File: config.mk
export PLATFORM = sky130hd
export DESIGN_NAME = indexed_list_store
export DESIGN_NICKNAME = d
export VERILOG_FILES = /design/src/ils_pkg.sv /design/src/ils_ram.sv /design/src/indexed_list_store.sv
export SDC_FILE = /design/constraint.sdc
export NUM_CORES = 1
export LEC_CHECK = 0
export ABC_AREA = 1
export ABC_CLOCK_PERIOD_IN_PS = 5690
export BUFFER_PORTS_ARGS = -buffer_cell sky130_fd_sc_hd__buf_4
export CORE_ASPECT_RATIO = 0.75
export CORE_UTILIZATION = 40
export CTS_CLUSTER_DIAMETER = 100
export DETAILED_ROUTE_END_ITERATION = 12
export GPL_ROUTABILITY_DRIVEN = 0
export HOLD_SLACK_MARGIN = 0.05
export PLACE_DENSITY = 0.58
export SYNTH_ARGS = -nofsm -noshare
export SYNTH_HDL_FRONTEND = slang
export SYNTH_HIERARCHICAL = 1
export SYNTH_SLANG_ARGS = --single-unit
File: constraint.sdc
create_clock -name clk -period 5.69 [get_ports clk]
set_input_delay 0.2845 -clock clk [delete_from_list [all_inputs] [get_ports clk]]
set_output_delay 0.2845 -clock clk [all_outputs]
set_load 0.01 [all_outputs]
File: src/ils_pkg.sv
// ----------------------------------------------------------------------------
// ils_pkg
// shared types and constants for the indexed list store
// ----------------------------------------------------------------------------
package ils_pkg;

  // default capacity and entry width
  localparam int DEPTH_DEF = 16;
  localparam int WIDTH_DEF = 32;

  // fixed field widths of the command and result words
  localparam int CMD_W = 3;
  localparam int POS_W = 4;
  localparam int VAL_W = 32;
  localparam int IDX_W = 4;
  localparam int CNT_W = 5;
  localparam int ST_W  = 3;

  typedef enum logic [CMD_W-1:0] {
    CMD_PUSH   = 3'd0,
    CMD_POP    = 3'd1,
    CMD_INSERT = 3'd2,
    CMD_DELETE = 3'd3,
    CMD_READ   = 3'd4,
    CMD_FIND   = 3'd5,
    CMD_REMOVE = 3'd6
  } cmd_t;

  typedef enum logic [ST_W-1:0] {
    ST_OK       = 3'd0,
    ST_RANGE    = 3'd1,
    ST_EMPTY    = 3'd2,
    ST_FULL     = 3'd3,
    ST_NOTFOUND = 3'd4
  } status_t;

  typedef struct packed {
    logic [CMD_W-1:0] command;
    logic [POS_W-1:0] position;
    logic [VAL_W-1:0] item_value;
  } req_t;

  typedef struct packed {
    logic [VAL_W-1:0] read_value;
    logic [IDX_W-1:0] found_index;
    logic [CNT_W-1:0] removed_count;
    logic [ST_W-1:0]  status;
    logic [CNT_W-1:0] entry_count;
    logic             is_empty;
  } rsp_t;

endpackage

File: src/ils_ram.sv
// ----------------------------------------------------------------------------
// ils_ram
// generic single write port, single read port ram with registered read data
// ----------------------------------------------------------------------------
module ils_ram #(
  parameter int W = ils_pkg::WIDTH_DEF,
  parameter int D = ils_pkg::DEPTH_DEF
) (
  input  logic                 clk,
  input  logic                 we,
  input  logic [$clog2(D)-1:0] waddr,
  input  logic [W-1:0]         wdata,
  input  logic                 re,
  input  logic [$clog2(D)-1:0] raddr,
  output logic [W-1:0]         rdata
);

  logic [W-1:0] mem [D];

  always_ff @(posedge clk) begin
    if (we) begin
      mem[waddr] <= wdata;
    end
    if (re) begin
      rdata <= mem[raddr];
    end
  end

endmodule

File: src/indexed_list_store.sv
// ----------------------------------------------------------------------------
// indexed_list_store
// fixed-capacity ordered list of words kept in one ram
// ----------------------------------------------------------------------------
// A command word is taken when start is high and busy is low; exactly one
// result word follows, shown on result for one cycle with done high, and it
// cannot be held off. Push, commands that fail their checks, an insert at
// the count, a remove on an empty list and the unused command code answer
// in the cycle after acceptance. Pop and read answer from S_WAIT with the
// registered read data. Find walks the entries and stops at the first
// match, remove and delete compact the list, and insert at p below count
// shifts the entries from p up and then places the value in S_TAIL. The
// walks are bound by the single read port of the entry ram: the shift,
// find and remove walks stream one entry per cycle through it, writing
// back behind the read pointer. busy stays high for the whole walk; a new
// command may be taken in the same cycle that the previous result is shown.
// Entries above the count are never read, so the ram needs no clearing.
// ----------------------------------------------------------------------------
module indexed_list_store #(
  parameter int DEPTH = ils_pkg::DEPTH_DEF,
  parameter int WIDTH = ils_pkg::WIDTH_DEF
) (
  input  logic          clk,
  input  logic          rst,
  input  logic          start,
  output logic          busy,
  input  ils_pkg::req_t request,
  output logic          done,
  output ils_pkg::rsp_t result
);

  localparam int AW = $clog2(DEPTH);
  localparam int CW = $clog2(DEPTH + 1);
  // common width for comparing the position against the count
  localparam int PW = (CW > ils_pkg::POS_W) ? CW : ils_pkg::POS_W;
  // common width for moving values between the 32-bit fields and the ram
  localparam int XW = (WIDTH > ils_pkg::VAL_W) ? WIDTH : ils_pkg::VAL_W;

  typedef enum logic [3:0] {
    S_IDLE = 4'b0001,  // waiting for a command
    S_WAIT = 4'b0010,  // single read in flight
    S_SCAN = 4'b0100,  // streaming walk over the entries
    S_TAIL = 4'b1000   // insert: place the new value after the shift
  } state_t;

  state_t              state, state_next;
  logic [CW-1:0]       count, count_next;
  ils_pkg::cmd_t       op, op_next;
  logic [WIDTH-1:0]    val_r, val_next;
  logic [AW-1:0]       pos_r, pos_next;
  logic [CW-1:0]       scan_ptr, scan_ptr_next;   // next address to read
  logic [CW-1:0]       scan_left, scan_left_next; // reads still to issue
  logic [CW-1:0]       wr_ptr, wr_ptr_next;       // compaction write pointer
  logic [CW-1:0]       removed, removed_next;
  logic                pend, pend_next;           // read data arrives now
  logic [AW-1:0]       pend_idx, pend_idx_next;   // index of that data
  logic                done_next;
  ils_pkg::rsp_t       res_next;

  // ram ports
  logic                mem_we;
  logic [AW-1:0]       mem_waddr;
  logic [WIDTH-1:0]    mem_wdata;
  logic                rd_en;
  logic [AW-1:0]       rd_addr;
  logic [WIDTH-1:0]    mem_rdata;

  // command decode
  logic                accept;
  ils_pkg::cmd_t       cmd_in;
  logic [PW-1:0]       pos_x, cnt_x;
  logic [XW-1:0]       val_x, rd_x;
  logic [WIDTH-1:0]    val_w;
  logic                full;
  logic [CW-1:0]       cnt_inc, cnt_dec;
  logic                match;
  logic                keep;

  // response pieces, gathered when the command finishes
  logic                fin;
  logic [WIDTH-1:0]    rsp_read;
  logic [AW-1:0]       rsp_idx;
  logic [CW-1:0]       rsp_removed;
  ils_pkg::status_t    rsp_status;

  assign busy   = (state != S_IDLE);
  assign accept = start && !busy;
  assign cmd_in = ils_pkg::cmd_t'(request.command);
  assign pos_x  = PW'(request.position);
  assign cnt_x  = PW'(count);
  assign val_x  = XW'(request.item_value);
  assign val_w  = val_x[WIDTH-1:0];
  assign full   = (count == CW'(DEPTH));
  assign cnt_inc = count + 1'b1;
  assign cnt_dec = count - 1'b1;
  assign match  = (mem_rdata == val_r);
  assign keep   = (op == ils_pkg::CMD_REMOVE) ? !match : (pend_idx != pos_r);
  assign rd_x   = XW'(rsp_read);

  ils_ram #(
    .W (WIDTH),
    .D (DEPTH)
  ) u_ram (
    .clk   (clk),
    .we    (mem_we),
    .waddr (mem_waddr),
    .wdata (mem_wdata),
    .re    (rd_en),
    .raddr (rd_addr),
    .rdata (mem_rdata)
  );

  always_comb begin
    state_next     = state;
    count_next     = count;
    op_next        = op;
    val_next       = val_r;
    pos_next       = pos_r;
    scan_ptr_next  = scan_ptr;
    scan_left_next = scan_left;
    wr_ptr_next    = wr_ptr;
    removed_next   = removed;
    pend_next      = 1'b0;
    pend_idx_next  = pend_idx;
    mem_we         = 1'b0;
    mem_waddr      = '0;
    mem_wdata      = '0;
    rd_en          = 1'b0;
    rd_addr        = '0;
    fin            = 1'b0;
    rsp_read       = '0;
    rsp_idx        = '0;
    rsp_removed    = '0;
    rsp_status     = ils_pkg::ST_OK;

    unique case (state)
      S_IDLE: begin
        if (accept) begin
          op_next  = cmd_in;
          val_next = val_w;
          pos_next = pos_x[AW-1:0];
          unique case (cmd_in)
            ils_pkg::CMD_PUSH: begin
              fin = 1'b1;
              if (full) begin
                rsp_status = ils_pkg::ST_FULL;
              end else begin
                mem_we     = 1'b1;
                mem_waddr  = count[AW-1:0];
                mem_wdata  = val_w;
                count_next = cnt_inc;
              end
            end
            ils_pkg::CMD_POP: begin
              if (count == '0) begin
                fin        = 1'b1;
                rsp_status = ils_pkg::ST_EMPTY;
              end else begin
                rd_en      = 1'b1;
                rd_addr    = cnt_dec[AW-1:0];
                count_next = cnt_dec;
                state_next = S_WAIT;
              end
            end
            ils_pkg::CMD_INSERT: begin
              if (pos_x > cnt_x) begin
                fin        = 1'b1;
                rsp_status = ils_pkg::ST_RANGE;
              end else if (full) begin
                fin        = 1'b1;
                rsp_status = ils_pkg::ST_FULL;
              end else if (pos_x == cnt_x) begin
                // append at the end, nothing to shift
                fin        = 1'b1;
                mem_we     = 1'b1;
                mem_waddr  = pos_x[AW-1:0];
                mem_wdata  = val_w;
                count_next = cnt_inc;
              end else begin
                // walk down from the last entry, each one moves up by one
                scan_ptr_next  = cnt_dec;
                scan_left_next = count - CW'(pos_x);
                state_next     = S_SCAN;
              end
            end
            ils_pkg::CMD_DELETE: begin
              if (pos_x >= cnt_x) begin
                fin        = 1'b1;
                rsp_status = ils_pkg::ST_RANGE;
              end else begin
                // compaction from the position, skipping that one entry
                scan_ptr_next  = CW'(pos_x);
                scan_left_next = count - CW'(pos_x);
                wr_ptr_next    = CW'(pos_x);
                removed_next   = '0;
                state_next     = S_SCAN;
              end
            end
            ils_pkg::CMD_READ: begin
              if (pos_x >= cnt_x) begin
                fin        = 1'b1;
                rsp_status = ils_pkg::ST_RANGE;
              end else begin
                rd_en      = 1'b1;
                rd_addr    = pos_x[AW-1:0];
                state_next = S_WAIT;
              end
            end
            ils_pkg::CMD_FIND: begin
              if (count == '0) begin
                fin        = 1'b1;
                rsp_status = ils_pkg::ST_NOTFOUND;
              end else begin
                scan_ptr_next  = '0;
                scan_left_next = count;
                state_next     = S_SCAN;
              end
            end
            ils_pkg::CMD_REMOVE: begin
              if (count == '0) begin
                fin = 1'b1;
              end else begin
                // compaction over the whole list, dropping matches
                scan_ptr_next  = '0;
                scan_left_next = count;
                wr_ptr_next    = '0;
                removed_next   = '0;
                state_next     = S_SCAN;
              end
            end
            default: begin
              // unused command code: no operation
              fin = 1'b1;
            end
          endcase
        end
      end

      S_WAIT: begin
        fin        = 1'b1;
        rsp_read   = mem_rdata;
        state_next = S_IDLE;
      end

      S_SCAN: begin
        // read side: one entry per cycle
        if (scan_left != '0) begin
          rd_en          = 1'b1;
          rd_addr        = scan_ptr[AW-1:0];
          scan_ptr_next  = (op == ils_pkg::CMD_INSERT) ? scan_ptr - 1'b1
                                                       : scan_ptr + 1'b1;
          scan_left_next = scan_left - 1'b1;
          pend_next      = 1'b1;
          pend_idx_next  = scan_ptr[AW-1:0];
        end
        // data side: act on the entry read last cycle
        if (pend) begin
          priority case (op)
            ils_pkg::CMD_FIND: begin
              if (match) begin
                fin        = 1'b1;
                rsp_idx    = pend_idx;
                pend_next  = 1'b0;
                state_next = S_IDLE;
              end
            end
            ils_pkg::CMD_INSERT: begin
              mem_we    = 1'b1;
              mem_waddr = pend_idx + 1'b1;
              mem_wdata = mem_rdata;
            end
            default: begin
              if (keep) begin
                mem_we      = 1'b1;
                mem_waddr   = wr_ptr[AW-1:0];
                mem_wdata   = mem_rdata;
                wr_ptr_next = wr_ptr + 1'b1;
              end else begin
                removed_next = removed + 1'b1;
              end
            end
          endcase
        end else if (scan_left == '0) begin
          priority case (op)
            ils_pkg::CMD_FIND: begin
              fin        = 1'b1;
              rsp_status = ils_pkg::ST_NOTFOUND;
              state_next = S_IDLE;
            end
            ils_pkg::CMD_INSERT: begin
              state_next = S_TAIL;
            end
            default: begin
              fin         = 1'b1;
              count_next  = wr_ptr;
              rsp_removed = (op == ils_pkg::CMD_REMOVE) ? removed : '0;
              state_next  = S_IDLE;
            end
          endcase
        end
      end

      S_TAIL: begin
        fin        = 1'b1;
        mem_we     = 1'b1;
        mem_waddr  = pos_r;
        mem_wdata  = val_r;
        count_next = cnt_inc;
        state_next = S_IDLE;
      end

      default: begin
        state_next = S_IDLE;
      end
    endcase

    done_next                = fin;
    res_next.read_value      = rd_x[ils_pkg::VAL_W-1:0];
    res_next.found_index     = ils_pkg::IDX_W'(rsp_idx);
    res_next.removed_count   = ils_pkg::CNT_W'(rsp_removed);
    res_next.status          = rsp_status;
    res_next.entry_count     = ils_pkg::CNT_W'(count_next);
    res_next.is_empty        = (count_next == '0);
  end

  // control state
  always_ff @(posedge clk) begin
    if (rst) begin
      state <= S_IDLE;
      count <= '0;
      pend  <= 1'b0;
      done  <= 1'b0;
    end else begin
      state <= state_next;
      count <= count_next;
      pend  <= pend_next;
      done  <= done_next;
    end
  end

  // working registers and the result word
  always_ff @(posedge clk) begin
    op        <= op_next;
    val_r     <= val_next;
    pos_r     <= pos_next;
    scan_ptr  <= scan_ptr_next;
    scan_left <= scan_left_next;
    wr_ptr    <= wr_ptr_next;
    removed   <= removed_next;
    pend_idx  <= pend_idx_next;
    if (done_next) begin
      result <= res_next;
    end
  end

  // the count never passes the capacity
  a_count_range: assert property (@(posedge clk) disable iff (rst)
    count <= CW'(DEPTH))
    else $error("entry count above capacity");

  // a read in flight only exists during a walk
  a_pend_scan: assert property (@(posedge clk) disable iff (rst)
    pend |-> (state == S_SCAN))
    else $error("read data pending outside a walk");

  // during a walk the write-back never hits the entry being read
  a_no_overlap: assert property (@(posedge clk) disable iff (rst)
    (state == S_SCAN && mem_we && rd_en) |-> (mem_waddr != rd_addr))
    else $error("walk write collides with walk read");

  // an accepted command either answers at once or keeps the block busy
  a_accept_next: assert property (@(posedge clk) disable iff (rst)
    accept |=> (done || busy))
    else $error("accepted command neither answered nor in progress");

  // the reported entry count matches the stored count
  a_count_report: assert property (@(posedge clk) disable iff (rst)
    done |-> (result.entry_count == ils_pkg::CNT_W'(count)))
    else $error("reported entry count differs from stored count");

endmodule
# == Word-level counts from Yosys, hierarchy flattened ==
# Memories as Yosys holds them, arrays and structs flattened. A register that Yosys moved wholly into a read port is not among the register bits.
# Cells that the tools add are included.
# classes
muxes,129
bitwise,3
add_sub_neg,9
n_lt_le_gt_ge,2
n_eq_ne,38
n_reduce_logical,23
# op_table
op,count
$mux W32,7
$mux W5,33
$pmux W32 S2,2
$mux W4,24
$pmux W32 S3,1
$pmux W5 S2,6
$pmux W5 S3,4
$pmux W4 S2,5
$eq A32 B32 Y1,1
$ne A3 B3 Y1 const B,10
$mux W1,28
$add A5 B1 Y5 const B,4
$pmux W4 S5,1
$reduce_and A8 Y1,2
$eq A3 B3 Y1 const B,5
$logic_not A5 Y1,3
$mux W3,5
$pmux W3 S5,1
$sub A5 B1 Y5 const B,3
$ne A2 B2 Y1 const B,6
$pmux W4 S3,1
$reduce_and A12 Y1,1
$reduce_or A2 Y1,5
$eq A3 B2 Y1 const B,3
other kinds (32),43
# totals
mem_bits_rw,512
register_bits,124
inputBits,42
elab_cells,223
n_memories,1
output_inout_bits,52
# mem_list
name,depth,word_bits,read_ports,rd_ports_with_merged_regs,write_ports,line,rtl
u_ram.mem,16,32,1,1,1,ils_ram.sv:18,logic [W-1:0] mem [D];

# == Longest topological paths before layout ==
# depth
word_depth,9
depth_mapped,22
depth_no_buf,19

# == By module ==
# The synthesis kept the hierarchy.
# modules_own_cells
mod,seq_area_each_um2,n_inst,cells_each,area_per_inst_um2
ils_ram,16335.7,1,2120,23050.9
indexed_list_store,3583.4,1,863,7334.5

# == Least setup slack after synthesis ==
# OpenSTA, ideal clock, no wires.
# synth_path
kind,reg2reg
from,register state[0]
to,"memory u_ram/mem[10][0] (netlist name), enable pin"
t_required_ns,5.269
setup_ns,0.421
path_stages_with_launch,10
period_less_slack_ns,4.203
path_buffers,1
arrival_time_ns,3.782
path_slack_ns,1.487
path_cell_list,dfxtp_1 inv_2 nor2_4 nand3_2 inv_1 clkbuf_1 a22oi_1 nand2_1 nand2_1 nor2_1
# synth_between
word_cells_on_any_way,12
cone_classes,eq/ne: 4; mux: 6; reduce/logical: 2
# synth_lines
item,line,rtl
start: declaration,indexed_list_store.sv:46,"state_t state, state_next;"
start signal: assignment,indexed_list_store.sv:334,state <= state_next;
$ne A4 B1 Y1,indexed_list_store.sv:86,assign busy = (state != S_IDLE);
$logic_not A1 Y1,indexed_list_store.sv:87,assign accept = start && !busy;
$logic_and A1 B1 Y1,indexed_list_store.sv:87,
$mux W4,indexed_list_store.sv:138,if (accept) begin
$pmux W4 S3 (*),indexed_list_store.sv:136,unique case (state)
named net mem_waddr[1],indexed_list_store.sv:62,logic [AW-1:0] mem_waddr;
end: declaration,ils_ram.sv:18,
# Mark *: on every way through the listed nets, which the timed path passes. The rest lies on a longest branch.

# == Worst setup path after layout ==
# layout_path
from,"register count[2], in the netlist cnt_x[2]"
to,"register u_ram.rdata[8] (read register of u_ram.mem), data pin"
# layout_between
elab_chain_len,5
word_cells_on_any_way,13
cone_classes,add/sub: 1; order compare: 1; mux: 10; reduce/logical: 1
# layout_rtl
item,line,rtl
start: declaration,indexed_list_store.sv:47,"logic [CW-1:0] count, count_next;"
start signal: assignment,indexed_list_store.sv:335,count <= count_next;
$ge A4 B5 Y1 / $logic_not A5 Y1 (equally long branches),"indexed_list_store.sv:200, indexed_list_store.sv:155",
"$mux W4, on equally long branches","indexed_list_store.sv:200, indexed_list_store.sv:155",
$pmux W4 S2 (*),indexed_list_store.sv:142,unique case (cmd_in)
$mux W4 (*),indexed_list_store.sv:138,
$pmux W4 S2 (*),indexed_list_store.sv:136,
named net rd_addr[0],indexed_list_store.sv:65,logic [AW-1:0] rd_addr;
end: declaration,ils_ram.sv:15,output logic [W-1:0] rdata
# Marks and branches as above.
# A chain may end at the register's enable or synchronous reset.

==> reports/qor.yml <==
die_w_um: 320.3
synth_edf_count: 656
r2r_start: "cnt_x[2]"
rsz0062_at_grt: "false"
drive_gt1_share_pct: 10.19
p_switching_mw: 3.618
yosys-top-cells-area: "edfxtp_1 65%, nand2_1 11%, nand3_1 7.0%, inv_1 6.3%, nor2_1 1.3%"
ff2ff_setup_slack_ns: 1.28
clock_latency_ns: 0.63
startpoint_type: "flip-flop"
clkTransAtPathRegs_ns: 0.07
max-clock-path-buffers: 3
synth_xor_area_share_pct: 0.3171
outcome: "completed"
finalHoldViolations: 0
dpl.hpwl_um: 47130
first_iter_violations: 2544
ir_worst_vdd_uv: 209.6
synthArstFlopShare_pct: 0
max_slew_margin_pct: 14.70
whs_endpoint: "result[8]"
place_area_um2: 32080
start_util_pct: 40.40
hold_class: "in2reg"
ctsResizeCount: 0
synth_top_family_by_area: "simple AND/OR/NAND/NOR gates"
postRouteWirelength_um: 82940
fillers: 6977
first_pass_iters: 7
vias_per_cell: 5.122
h-tree-depth: 3
yosysTopAreaCellShare_pct: 64.83
hold_path_startpoint: "start"
final-seq-area_um2: 19920
setup_tns_ns: 0
via_count: 21370
root_buffer: "clkbuf_16"
synth_cell_type_count: 50
cap_violations: 0
synthCells: 2983
r2r_end: "u_ram/rdata[8]"
grt_usage_pct: 21.67
core-area_um2: 75220
area_growth_syn_to_layout_pct: 13.47
nets: 3160
netlist_area_um2: 30390
cts.sinks: 667
setup_viol: 0
synth-compound-area-share_pct: 3.072
clock.fmax_ghz: 0.2267
combinationalPowerShare_pct: 17.9
slew_viol_final: 0
placementRows: 87
grt_pass1_wl_um: 125500
criticalPathCategory: "reg2reg"
grt_pass1_vias: 20240
clock_skew_ns: 0.02773
holdBufCountCts: 40
muxShareOfSynthArea_pct: 0
post_cts_buffers: 0
synth_seq_cells: 667
die_area_um2: 77080
yosys_warnings: 6
switching_share_pct: 29.26
ys_seq_area_share_pct: 65.55
p_per_area_nw_per_um2: 358.6
yosysTopAreaCell: "edfxtp_1"
cts_made_buffers: 66
syn-num-nets: 3041
ys.flop_type: "edfxtp_1"
synth-simple-area-share_pct: 21.03
ff2ff_path_depth: 15
p_leak_nw: 14.46
fin_hold_ws_ns: 0.1244
overflow: 0
arrival_ns: 4.77
multi_input_area_um2: 7810
final_area_um2: 34480
pwr-share-seq_pct: 48.3
ios: 94
fin_crit_sh_pct: 77.54
wire_per_inst_um: 19.87
drc: 0
hold_depth: 3
synth_fa_ha_area_share_pct: 0.7083
antenna_found_initial: 0
end_kind: "flip-flop"
die_h_um: 240.7
p_int_mw: 8.747
port-buffer-count: 93
crit_path_max_fanout: 97
ys_top_cells_by_count: "864 x nand2_1, 656 x edfxtp_1, 508 x inv_1, 424 x nand3_1, 105 x nor2_1"
grt_max_degree: 129
cts_tree: "done"
drtAntennaViolNets: 0
tightestPinTransition_ns: 1.279
clkPwrFrac_pct: 33.7
yosysMostFrequentCell: "nand2_1"
min_period_ns: 4.412
synth_area_per_cell_um2: 10.19
required_ns: 6.05
power_mw: 12.37
flip-flops by register name, summed over array words and instances, names as in the netlist, 5 cells and up:
signal and flops:
cnt_x 5, scan_left 5, u_ram/mem 512, result 50, wr_ptr 5, val_r 32
removed 5, u_ram/rdata 32
area by class of cell:
class / instances / share of cell area, %
inverters: 531 / 5.817
well taps: 1023 / 3.712
clock inverters: 34 / 0.7076
flip-flops and latches: 667 / 57.77
clock buffers: 81 / 5.077
diodes: 1 / 0.007258
multi-input cells: 1659 / 22.65
repair buffers: 177 / 4.253
layer usage:
| layer | part of all wire, % | global-route usage, % |
|---|---|---|
| met5 | 0 | 0 |
| met4 | 1.7 | 5.365 |
| met3 | 9.1 | 4.817 |
| met2 | 42 | 31.16 |
| met1 | 47 | 32.96 |
stage by stage:
step / std cells / utilization, % / setup slack [ns]
after floorplan: 2983 / - / 1.487
after global placement: 4017 / 42.65 / 1.504
after detailed placement: 4017 / 42.65 / 1.429
after CTS: 4172 / 45.83 / 1.408
after global routing: 4172 / 45.83 / 0.9886
final: 4173 / 45.84 / 1.278
critical path: stages (launching register included):
cell and delay [ns]:
dfxtp_1 0.68, ha_1 0.37, nand2_1 0.16, nor2_1 0.10
nand2_1 0.15, nand2_1 0.13, nor2_1 0.24, a22o_1 0.17
nand2_1 0.08, o21ai_4 0.40, buf_4 0.93, nand2_1 0.13
nand3_1 0.12, nand3_1 0.14, nand3_1 0.14, nand2_1 0.07
placed cells by master, fill, tap and decap left out, types with 3 or more instances in the layout:
cell type and count:
nand2_1 863, edfxtp_1 656, inv_1 506, nand3_1 423, buf_4 134, nor2_1 89, clkbuf_16 68, o21ai_0 46
dlygate4sd3_1 40, a22oi_1 32, nand4_1 28, a21oi_1 24, o21ai_1 22, inv_2 20, nor2_4 20, clkinv_2 18
ha_1 14, clkbuf_1 13, nand2_2 12, clkinv_1 12, dfxtp_1 11, nor2_2 9, nand3_2 9, nor3_1 7
xor2_1 6, o211ai_1 6, o22ai_1 6, xnor2_1 5, inv_6 5, nand3b_1 4, o221ai_1 4, nand3_4 3
or2_2 3, buf_12 3
worst max path at each step:
stage / startpoint / end
6_report: cnt_x[2] / u_ram/rdata[8]
5_1_grt: cnt_x[0] / u_ram/rdata[9]
4_1_cts: cnt_x[2] / u_ram/rdata[8]
3_5_place_dp: cnt_x[2] / u_ram/rdata[8]
3_3_place_gp: cnt_x[2] / u_ram/rdata[8]
2_1_floorplan: state[0] / u_ram/mem[10][0]
power groups by stage:
stage | Combinational, mW | Sequential (mW) | Clock, mW
finish | 2.22 | 5.98 | 4.17
global route | 2.45 | 6.01 | 4.42
CTS | 2.20 | 5.97 | 4.24
detailed placement | 2.16 | 6.07 | 0
global placement | 2.14 | 6.06 | 0
floorplan | 1.46 | 6.04 | 0
kinds of logic (layout without fill, tap and decap cells):
family / after synthesis / count (layout)
AND/OR/NAND/NOR: 1476 / 1476
flip-flops: 667 / 667
buffers and inverters: 657 / 823
AO/OA/AOI/OAI: 156 / 156
adder cells (fa/ha/maj): 16 / 16
XOR/XNOR: 11 / 11
other: 0 / 1
Power figures use the tool's default switching activity.
